**src/rtl/bble_pkg.sv**
```systemverilog
// ----------------------------------------------------------------------------
// bble_pkg
// Shared types and constants for the bounded byte list engine: command and
// result beats, operation and status codes, and the per-cell control types.
// ----------------------------------------------------------------------------
`timescale 1ns / 1ps
`default_nettype none

package bble_pkg;

  localparam int DEPTH_DEF = 16;

  typedef enum logic [3:0] {
    ACT_INSERT_AT      = 4'd0,
    ACT_PUSH_FRONT     = 4'd1,
    ACT_PUSH_BACK      = 4'd2,
    ACT_INSERT_ORDERED = 4'd3,
    ACT_REMOVE_AT      = 4'd4,
    ACT_POP_FRONT      = 4'd5,
    ACT_POP_BACK       = 4'd6,
    ACT_REPLACE        = 4'd7,
    ACT_READ_AT        = 4'd8,
    ACT_FIRST          = 4'd9,
    ACT_LAST           = 4'd10,
    ACT_CLEAR          = 4'd11
  } action_t;

  typedef enum logic [1:0] {
    ST_OK    = 2'd0,
    ST_RANGE = 2'd1,
    ST_EMPTY = 2'd2,
    ST_FULL  = 2'd3
  } status_t;

  typedef struct packed {
    logic [3:0]        action;
    logic [4:0]        position;
    logic signed [7:0] value;
  } list_in_t;

  typedef struct packed {
    logic signed [7:0] read_value;
    logic [4:0]        item_count;
    logic [1:0]        status;
  } list_out_t;

  // What a cell loads at the next edge.
  typedef enum logic [1:0] {
    CELL_HOLD,
    CELL_LOAD,
    CELL_FROM_LEFT,
    CELL_FROM_RIGHT
  } cell_op_t;

  // Compare results that a cell reports for the ordered insert.
  typedef struct packed {
    logic above_left;    // value > entry of the lower neighbor
    logic at_most_self;  // value <= own entry
    logic below_self;    // value < own entry
  } cell_flags_t;

endpackage

`default_nettype wire

```
**src/rtl/bble_cell.sv**
```systemverilog
// ----------------------------------------------------------------------------
// bble_cell
// One list slot: holds a byte, shifts it to or from its neighbors, and
// compares the incoming value against its own entry and its lower neighbor.
// ----------------------------------------------------------------------------
`timescale 1ns / 1ps
`default_nettype none

module bble_cell
  import bble_pkg::*;
(
  input  wire logic              clk,
  input  wire cell_op_t          op,
  input  wire logic signed [7:0] value,
  input  wire logic signed [7:0] left,
  input  wire logic signed [7:0] right,
  output logic signed [7:0]      entry,
  output cell_flags_t            flags
);

  always_ff @(posedge clk) begin
    case (op)
      CELL_LOAD:       entry <= value;
      CELL_FROM_LEFT:  entry <= left;
      CELL_FROM_RIGHT: entry <= right;
      default:         entry <= entry;
    endcase
  end

  always_comb begin
    flags.above_left   = value > left;
    flags.at_most_self = value <= entry;
    flags.below_self   = value < entry;
  end

endmodule

`default_nettype wire

```
**src/rtl/bble_first.sv**
```systemverilog
// ----------------------------------------------------------------------------
// bble_first
// Turns a vector of candidate slots into a mask of every slot at or above
// the lowest candidate, using one two's-complement add.
// ----------------------------------------------------------------------------
`timescale 1ns / 1ps
`default_nettype none

module bble_first
  import bble_pkg::*;
#(
  parameter int W = DEPTH_DEF
) (
  input  wire logic [W-1:0] hot,
  output logic [W-1:0]      mask
);

  // x | -x keeps the lowest set bit and fills every bit above it.
  assign mask = hot | (~hot + W'(1));

endmodule

`default_nettype wire

```
**src/rtl/bounded_byte_list_engine_unit.sv**
```systemverilog
// ----------------------------------------------------------------------------
// bounded_byte_list_engine_unit
// Ordered list of up to DEPTH signed bytes held in a row of cells; inserts
// shift the upper cells up and removals shift them down.
// ----------------------------------------------------------------------------
// The result beat appears on the cycle after the command is taken.
// One command is taken per cycle while busy is low; every cell shifts or
// compares in parallel and the slot search is a single carry chain across the row.
// Reset clears the count and the result strobe; busy is set while reset is
// held and cleared once reset is released. Results cannot be stalled.
`timescale 1ns / 1ps
`default_nettype none

module bounded_byte_list_engine_unit
  import bble_pkg::*;
#(
  parameter int DEPTH = DEPTH_DEF
) (
  input  wire logic      clk,
  input  wire logic      rst,
  input  wire logic      start,
  output logic           busy,
  input  wire list_in_t  cmd,
  output logic           done,
  output list_out_t      result
);

  localparam int CW   = $clog2(DEPTH + 1);
  localparam int IW   = $clog2(DEPTH);
  localparam int CMPW = (CW > 5) ? CW : 5;

  logic [CW-1:0]      cnt;
  logic [CW-1:0]      cnt_next;
  logic               accept;
  logic [CMPW-1:0]    pos_w;
  logic [CMPW-1:0]    cnt_w;
  logic               full;
  logic               empty;
  status_t            st;
  logic               do_ins;
  logic               do_rem;
  logic               do_rep;
  logic               do_rd;
  logic [IW-1:0]      rd_idx;
  logic [DEPTH-1:0]   hot;
  logic [DEPTH-1:0]   ge_mask;
  logic [DEPTH-1:0]   ge_prev;
  logic signed [7:0]  ent [DEPTH];
  cell_flags_t        flags [DEPTH];
  cell_op_t           cell_op [DEPTH];

  assign accept = start && !busy;
  assign pos_w  = CMPW'(cmd.position);
  assign cnt_w  = CMPW'(cnt);
  assign full   = (cnt == CW'(DEPTH));
  assign empty  = (cnt == '0);

  // Operation decode, status, slot select, read index and next count.
  always_comb begin
    st       = ST_OK;
    do_ins   = 1'b0;
    do_rem   = 1'b0;
    do_rep   = 1'b0;
    do_rd    = 1'b0;
    rd_idx   = '0;
    cnt_next = cnt;
    hot      = '0;
    case (action_t'(cmd.action))
      ACT_INSERT_AT: begin
        if (pos_w > cnt_w) st = ST_RANGE;
        else if (full) st = ST_FULL;
        else do_ins = 1'b1;
        for (int i = 0; i < DEPTH; i++) hot[i] = (CMPW'(i) == pos_w);
      end
      ACT_PUSH_FRONT: begin
        if (full) st = ST_FULL;
        else do_ins = 1'b1;
        hot[0] = 1'b1;
      end
      ACT_PUSH_BACK: begin
        if (full) st = ST_FULL;
        else do_ins = 1'b1;
        for (int i = 0; i < DEPTH; i++) hot[i] = (CW'(i) == cnt);
      end
      ACT_INSERT_ORDERED: begin
        if (full) st = ST_FULL;
        else do_ins = 1'b1;
        // A slot qualifies where the value fits between its neighbors; the
        // back of the list always qualifies, and the lowest one wins.
        hot[0] = empty || flags[0].below_self;
        for (int i = 1; i < DEPTH; i++) begin
          hot[i] = ((CW'(i) < cnt) && flags[i].above_left && flags[i].at_most_self) ||
                   (CW'(i) == cnt);
        end
      end
      ACT_REMOVE_AT: begin
        if (pos_w >= cnt_w) st = ST_RANGE;
        else do_rem = 1'b1;
        for (int i = 0; i < DEPTH; i++) hot[i] = (CMPW'(i) == pos_w);
      end
      ACT_POP_FRONT: begin
        if (empty) st = ST_EMPTY;
        else do_rem = 1'b1;
        hot[0] = 1'b1;
      end
      ACT_POP_BACK: begin
        if (empty) st = ST_EMPTY;
        else do_rem = 1'b1;
        for (int i = 0; i < DEPTH; i++) hot[i] = (CW'(i) == cnt - CW'(1));
      end
      ACT_REPLACE: begin
        if (pos_w >= cnt_w) st = ST_RANGE;
        else do_rep = 1'b1;
        for (int i = 0; i < DEPTH; i++) hot[i] = (CMPW'(i) == pos_w);
      end
      ACT_READ_AT: begin
        if (pos_w >= cnt_w) st = ST_RANGE;
        else do_rd = 1'b1;
        rd_idx = IW'(pos_w);
      end
      ACT_FIRST: begin
        if (empty) st = ST_EMPTY;
        else do_rd = 1'b1;
        rd_idx = '0;
      end
      ACT_LAST: begin
        if (empty) st = ST_EMPTY;
        else do_rd = 1'b1;
        rd_idx = IW'(cnt - CW'(1));
      end
      ACT_CLEAR: cnt_next = '0;
      default: ;
    endcase
    if (do_ins) cnt_next = cnt + CW'(1);
    if (do_rem) cnt_next = cnt - CW'(1);
  end

  bble_first #(
    .W(DEPTH)
  ) u_first (
    .hot  (hot),
    .mask (ge_mask)
  );

  assign ge_prev = {ge_mask[DEPTH-2:0], 1'b0};

  always_comb begin
    for (int i = 0; i < DEPTH; i++) begin
      cell_op[i] = CELL_HOLD;
      if (accept) begin
        if (do_ins) begin
          if (ge_prev[i]) cell_op[i] = CELL_FROM_LEFT;
          else if (ge_mask[i]) cell_op[i] = CELL_LOAD;
        end else if (do_rem) begin
          if (ge_mask[i]) cell_op[i] = CELL_FROM_RIGHT;
        end else if (do_rep) begin
          if (hot[i]) cell_op[i] = CELL_LOAD;
        end
      end
    end
  end

  for (genvar g = 0; g < DEPTH; g++) begin : g_cell
    logic signed [7:0] left_in;
    logic signed [7:0] right_in;
    if (g == 0) begin : g_lo
      assign left_in = 8'sd0;
    end else begin : g_mid_lo
      assign left_in = ent[g-1];
    end
    if (g == DEPTH - 1) begin : g_hi
      assign right_in = 8'sd0;
    end else begin : g_mid_hi
      assign right_in = ent[g+1];
    end
    bble_cell u_cell (
      .clk   (clk),
      .op    (cell_op[g]),
      .value (cmd.value),
      .left  (left_in),
      .right (right_in),
      .entry (ent[g]),
      .flags (flags[g])
    );
  end

  always_ff @(posedge clk) begin
    if (rst) begin
      cnt  <= '0;
      busy <= 1'b1;
      done <= 1'b0;
    end else begin
      busy <= 1'b0;
      done <= accept;
      if (accept) begin
        cnt               <= cnt_next;
        result.read_value <= do_rd ? ent[rd_idx] : 8'sd0;
        result.item_count <= 5'(cnt_next);
        result.status     <= st;
      end
    end
  end

  // The strobe only follows a taken command.
  assert property (@(posedge clk) disable iff (rst) done |-> $past(start && !busy))
    else $error("result beat without a command beat");

  // The count never passes the list depth.
  assert property (@(posedge clk) disable iff (rst) cnt <= CW'(DEPTH))
    else $error("count exceeds depth");

  // A failed command leaves the count untouched.
  assert property (@(posedge clk) disable iff (rst)
    (done && result.status != ST_OK) |-> $stable(cnt))
    else $error("count changed on a failed command");

  // A failed command reads nothing.
  assert property (@(posedge clk) disable iff (rst)
    (done && result.status != ST_OK) |-> (result.read_value == 8'sd0))
    else $error("read value on a failed command");

  // The reported count matches the list held.
  assert property (@(posedge clk) disable iff (rst) done |-> (result.item_count == 5'(cnt)))
    else $error("reported count disagrees with list");

endmodule

`default_nettype wire
```
**config.mk**
```make
export PLATFORM = sky130hd
export DESIGN_NAME = bounded_byte_list_engine_unit
export DESIGN_NICKNAME = d
export VERILOG_FILES = /design/src/rtl/bble_pkg.sv /design/src/rtl/bble_cell.sv /design/src/rtl/bble_first.sv /design/src/rtl/bounded_byte_list_engine_unit.sv
export SDC_FILE = /design/constraint.sdc
export NUM_CORES = 1
export LEC_CHECK = 0
export BUFFER_PORTS_ARGS = -buffer_cell sky130_fd_sc_hd__buf_4
export CAP_MARGIN = 20
export CORE_MARGIN = 2
export CORE_UTILIZATION = 40
export DETAILED_ROUTE_END_ITERATION = 12
export GPL_TIMING_DRIVEN = 0
export SYNTH_ARGS = -nofsm -noshare
export SYNTH_HDL_FRONTEND = slang
export SYNTH_SLANG_ARGS = --single-unit
export TNS_END_PERCENT = 5
```
**constraint.sdc**
```tcl
create_clock -name clk -period 9.8 [get_ports clk]
set_input_delay 0.49 -clock clk [delete_from_list [all_inputs] [get_ports clk]]
set_output_delay 0.49 -clock clk [all_outputs]
set_load 0.02 [all_outputs]
```
==> flow_summary.html <==
<table>
<tr><th>Metric</th><th>Value</th></tr>
<tr><th colspan="2">Detailed routing</th></tr>
<tr><td>Routed WL</td><td>56380 um</td></tr>
<tr><td>Average detailed-routed wire length per instance</td><td>26.10 um</td></tr>
<tr><td>Met2 WL post-DR</td><td>24110 um</td></tr>
<tr><td>Max layer used</td><td>met4</td></tr>
<tr><td>Initial drt markers</td><td>1734</td></tr>
<tr><td>DRT Pass-1 Iters</td><td>6</td></tr>
<tr><td>Post-route ant nets</td><td>0</td></tr>
<tr><td>Routed vias/inst</td><td>6.367</td></tr>
<tr><td>Final routed DRC violation total</td><td>0</td></tr>
<tr><td>Routed length on met1</td><td>24110 um</td></tr>
<tr><td>Number of vias in the routed layout</td><td>13750</td></tr>
<tr><td>Detailed route wirelength on metal3</td><td>5512 um</td></tr>
<tr><th colspan="2">Placed design</th></tr>
<tr><td>Post-DP HPWL</td><td>42770 um</td></tr>
<tr><td>Last weighted congestion value of the routability-driven placer</td><td>0.9776</td></tr>
<tr><td>Port-buffer cells</td><td>36</td></tr>
<tr><th colspan="2">Clock network</th></tr>
<tr><td>Clock latency of the later-clocked register in the worst-skew pair</td><td>0.47 ns</td></tr>
<tr><td>Max Buffers Root-to-Sink</td><td>2</td></tr>
<tr><td>Root buf cell</td><td>sky130_fd_sc_hd__clkbuf_16</td></tr>
<tr><td>Number of hold buffers added after CTS</td><td>0</td></tr>
<tr><td>CTS tree</td><td>built</td></tr>
<tr><td>H-tree levels</td><td>4</td></tr>
<tr><td>Clock input transition at the sequential cells of the worst setup and hold paths</td><td>0.06 ns</td></tr>
<tr><td>Post-cts repair resize count</td><td>0</td></tr>
<tr><td>Clock buffer count from CTS</td><td>17</td></tr>
<tr><td>Number of post-CTS setup repair buffers</td><td>0</td></tr>
<tr><td>Total number of clock tree sinks</td><td>150</td></tr>
<tr><th colspan="2">Synth</th></tr>
<tr><td>Syn nets</td><td>1793</td></tr>
<tr><td>Multiplexer fraction of the synthesized cell area</td><td>7.318%</td></tr>
<tr><td>Register area share after synthesis</td><td>31.63%</td></tr>
<tr><td>Most used DFF post-synth</td><td>sky130_fd_sc_hd__edfxtp_1</td></tr>
<tr><td>Post-synth ARST share</td><td>0%</td></tr>
<tr><td>Simple logic cell fraction of the synthesized area</td><td>17.91%</td></tr>
<tr><td>Summed instance area of the synthesized netlist</td><td>14020 um^2</td></tr>
<tr><td>Complex-gate fraction of the synthesized area</td><td>23.91%</td></tr>
<tr><td>Area share of fa/ha/maj cells after synthesis</td><td>12.41%</td></tr>
<tr><td>Leading post-synthesis cells by instance count</td><td>sky130_fd_sc_hd__nand2_1, sky130_fd_sc_hd__nor2_1, sky130_fd_sc_hd__inv_1</td></tr>
<tr><td>Largest area contributor in the netlist</td><td>sky130_fd_sc_hd__edfxtp_1</td></tr>
<tr><td>Area share of xor/xnor cells in the synthesized design</td><td>0.06247%</td></tr>
<tr><td>Number of synthesis warnings</td><td>0</td></tr>
<tr><td>Top cells by area in the synthesized netlist</td><td>sky130_fd_sc_hd__edfxtp_1, sky130_fd_sc_hd__ha_1, sky130_fd_sc_hd__mux2i_1, sky130_fd_sc_hd__a21oi_1, sky130_fd_sc_hd__nand2_1</td></tr>
<tr><td>EDFF count, synth</td><td>143</td></tr>
<tr><td>Share of the synthesized area in the top cell type</td><td>30.63%</td></tr>
<tr><td>Mean instance size in the synthesized netlist</td><td>8.580 um^2</td></tr>
<tr><td>Dominant cell by count in the synthesized netlist</td><td>sky130_fd_sc_hd__nand2_1</td></tr>
<tr><td>Count of state elements after synthesis</td><td>150</td></tr>
<tr><td>Number of distinct library cells after synthesis</td><td>97</td></tr>
<tr><td>Main combinational cell family by area after synthesis</td><td>compound AO/OA/AOI/OAI gates</td></tr>
<tr><td>Instance count of the mapped netlist</td><td>1634</td></tr>
<tr><th colspan="2">GRT</th></tr>
<tr><td>Largest net degree at the start of global routing</td><td>18</td></tr>
<tr><td>Vias in the first global route</td><td>12940</td></tr>
<tr><td>Antenna violations before repair</td><td>0</td></tr>
<tr><td>Total congestion overflow after global routing</td><td>0</td></tr>
<tr><td>Global Route Usage Sum</td><td>31.10%</td></tr>
<tr><td>First-pass GRT wire length</td><td>83000 um</td></tr>
<tr><th colspan="2">Final layout</th></tr>
<tr><td>Layout cells sized above 1</td><td>8.270%</td></tr>
<tr><td>Combined area of the multi-input logic cells</td><td>8640 um^2</td></tr>
<tr><td>Area occupied by registers</td><td>4434 um^2</td></tr>
<tr><td>Ant. Diodes</td><td>0</td></tr>
<tr><td>Area Growth Syn to Fin</td><td>10.25%</td></tr>
<tr><td>Fillers</td><td>3446</td></tr>
<tr><td>Final Net Count</td><td>1851</td></tr>
<tr><th colspan="2">Critical path</th></tr>
<tr><td>Source of the critical timing path</td><td>cnt[1]$_SDFFE_PP0P_</td></tr>
<tr><td>CP arrival</td><td>5.48 ns</td></tr>
<tr><td>RR Startpoint</td><td>cnt[1]$_SDFFE_PP0P_</td></tr>
<tr><td>Critical path buffers and inverters</td><td>5</td></tr>
<tr><td>CP required</td><td>9.91 ns</td></tr>
<tr><td>Cell chain of the critical path</td><td>clkbuf_1 -&gt; inv_1 -&gt; ha_1 -&gt; a21boi_1 -&gt; o21ai_1 -&gt; a221oi_2 -&gt; nand2_1 -&gt; o221ai_1 -&gt; inv_1 -&gt; and2_1 -&gt; a21oi_1 -&gt; clkbuf_1 -&gt; inv_1 -&gt; nand2_1</td></tr>
<tr><td>Worst path slowest cell</td><td>sky130_fd_sc_hd__a21oi_1</td></tr>
<tr><td>Cell class contributing the biggest share of worst-path delay</td><td>compound AO/OA/AOI/OAI gates</td></tr>
<tr><td>Biggest cell delay along the critical path</td><td>0.63 ns</td></tr>
<tr><td>Largest fanout on the critical path</td><td>10</td></tr>
<tr><td>Critical path startpoint category</td><td>flip-flop</td></tr>
<tr><td>Critical path capture point type</td><td>flip-flop</td></tr>
<tr><td>Worst path most repeated cell</td><td>sky130_fd_sc_hd__inv_1</td></tr>
<tr><td>Critical path class</td><td>flip-flop to flip-flop</td></tr>
<tr><th colspan="2">STA</th></tr>
<tr><td>Highest clock frequency the design can meet</td><td>186.4 MHz</td></tr>
<tr><td>Unrepaired setup endpoints after global routing</td><td>false</td></tr>
<tr><td>Final Hold Fails</td><td>0</td></tr>
<tr><td>Aggregate negative setup slack</td><td>0 ns</td></tr>
<tr><td>Final Hold Slack</td><td>0.2051 ns</td></tr>
<tr><td>Tcrit/Tclk final</td><td>54.75%</td></tr>
<tr><td>Largest clock skew in the final design</td><td>0.01727 ns</td></tr>
<tr><td>Slew headroom</td><td>23.50%</td></tr>
<tr><td>Transition time at the pin with the least slew margin</td><td>1.147 ns</td></tr>
<tr><td>Setup-violating endpoint count in the final report</td><td>0</td></tr>
<tr><td>Final-report max-slew violation count</td><td>0</td></tr>
<tr><td>Clock period minus worst slack</td><td>5.365 ns</td></tr>
<tr><th colspan="2">Power and ir drop</th></tr>
<tr><td>Power per standard cell area</td><td>114.9 nW/um^2</td></tr>
<tr><td>Worst supply voltage drop on vdd</td><td>0.1297 mV</td></tr>
<tr><td>Net switching power of the design</td><td>574.2 uW</td></tr>
<tr><td>Power, Total</td><td>1776 uW</td></tr>
<tr><td>Switching fraction of total power</td><td>32.33%</td></tr>
<tr><td>Leakage component of the power</td><td>0.006314 uW</td></tr>
<tr><td>Combinational cell fraction of total power</td><td>22.1%</td></tr>
<tr><td>Portion of total power attributed to sequential cells</td><td>41.5%</td></tr>
<tr><td>Clock network fraction of design power</td><td>36.5%</td></tr>
<tr><td>Cell-internal power</td><td>1202 uW</td></tr>
<tr><th colspan="2">Die</th></tr>
<tr><td>Die H</td><td>191.2 um</td></tr>
<tr><td>Die X</td><td>191.2 um</td></tr>
<tr><td>Number of I/O pins</td><td>37</td></tr>
<tr><td>Site Rows</td><td>68</td></tr>
<tr><td>Die Area</td><td>36560 um^2</td></tr>
<tr><td>Std-Cell Core Area</td><td>34540 um^2</td></tr>
<tr><td>Initial cell density of the core</td><td>40.59%</td></tr>
<tr><th colspan="2">Worst hold path</th></tr>
<tr><td>Min-delay src</td><td>rst</td></tr>
<tr><td>Type of the tightest min-delay check</td><td>input port to flip-flop</td></tr>
<tr><th colspan="2">Flow run</th></tr>
<tr><td>Max Cap Violations</td><td>0</td></tr>
<tr><th colspan="2">Status</th></tr>
<tr><td>Run status</td><td>complete, no violations</td></tr>
</table>
## metal layers
| layer | GRT usage, % | up-vias |
|---|---|---|
| met5 | 0 | - |
| met4 | 14.35 | 0 |
| met3 | 6.481 | 126 |
| met2 | 46.22 | 763 |
| met1 | 43.12 | 6671 |
| li1 | - | 6192 |
## placed cells by master, fill, tap and decap left out, types with 24 or more instances in the layout
cell type and instances:
sky130_fd_sc_hd__nand2_1 170, sky130_fd_sc_hd__nor2_1 156, sky130_fd_sc_hd__inv_1 149, sky130_fd_sc_hd__edfxtp_1 143
sky130_fd_sc_hd__ha_1 139, sky130_fd_sc_hd__a21oi_1 131, sky130_fd_sc_hd__mux2i_1 101, sky130_fd_sc_hd__o21ai_0 97
sky130_fd_sc_hd__o211ai_1 54, sky130_fd_sc_hd__clkbuf_1 46, sky130_fd_sc_hd__nand3_1 41, sky130_fd_sc_hd__buf_4 39
sky130_fd_sc_hd__a211oi_1 34, sky130_fd_sc_hd__nand4_1 33, sky130_fd_sc_hd__o221ai_1 29, sky130_fd_sc_hd__nor2b_1 24
## cell type report
cell class	instances	area share (%)
Multi-Input combinational cell	1250	55.89
Clock inverter	15	0.8499
Timing Repair Buffer	39	1.999
Sequential cell	150	28.69
Buffer	84	2.493
Inverter	150	3.643
Tap cell	455	3.683
Clock buffer	17	2.752
## worst paths after layout
check / to / slack (ns) / cells past startpoint
max: g_cell[6].u_cell.entry[0]$_DFFE_PP_ / 4.43 / 14
min: busy$_DFF_P_ / 0.21 / 1
max reg2reg: g_cell[6].u_cell.entry[0]$_DFFE_PP_ / 4.43 / 14
min reg2reg: g_cell[0].u_cell.entry[6]$_DFFE_PP_ / 0.59 / 2
## cell families (layout without fill, tap and decap cells)
group                    after synthesis  in the layout
AND/OR/NAND/NOR                      521            521
AO/OA/AOI/OAI                        487            487
buffers and inverters                234            305
flip-flops                           150            150
adder cells (fa/ha/maj)              139            139
multiplexers                         102            102
XOR/XNOR                               1              1
## power groups by stage
stage	logic [uW]	registers (uW)	clock network, uW
floorplan	249	743	0
global placement	371	749	0
detailed placement	380	749	0
CTS	382	735	648
global route	424	736	678
finish	392	736	648
## flip-flops by register name (all words and copies together) (netlist names)
signal and cells:
g_cell.u_cell.entry 128, result 15, cnt 5, done 1, busy 1
## metrics by stage
step,instances,area (um^2),util [%],setup slack (ns)
detailed placement,2128,14900,43.14,4.584
finish,2160,15460,44.75,4.435
CTS,2160,15460,44.75,4.564
global route,2160,15460,44.75,4.022
floorplan,1634,14020,-,5.586
global placement,2125,14860,43.02,4.402
Power figures use the tool's default switching activity.
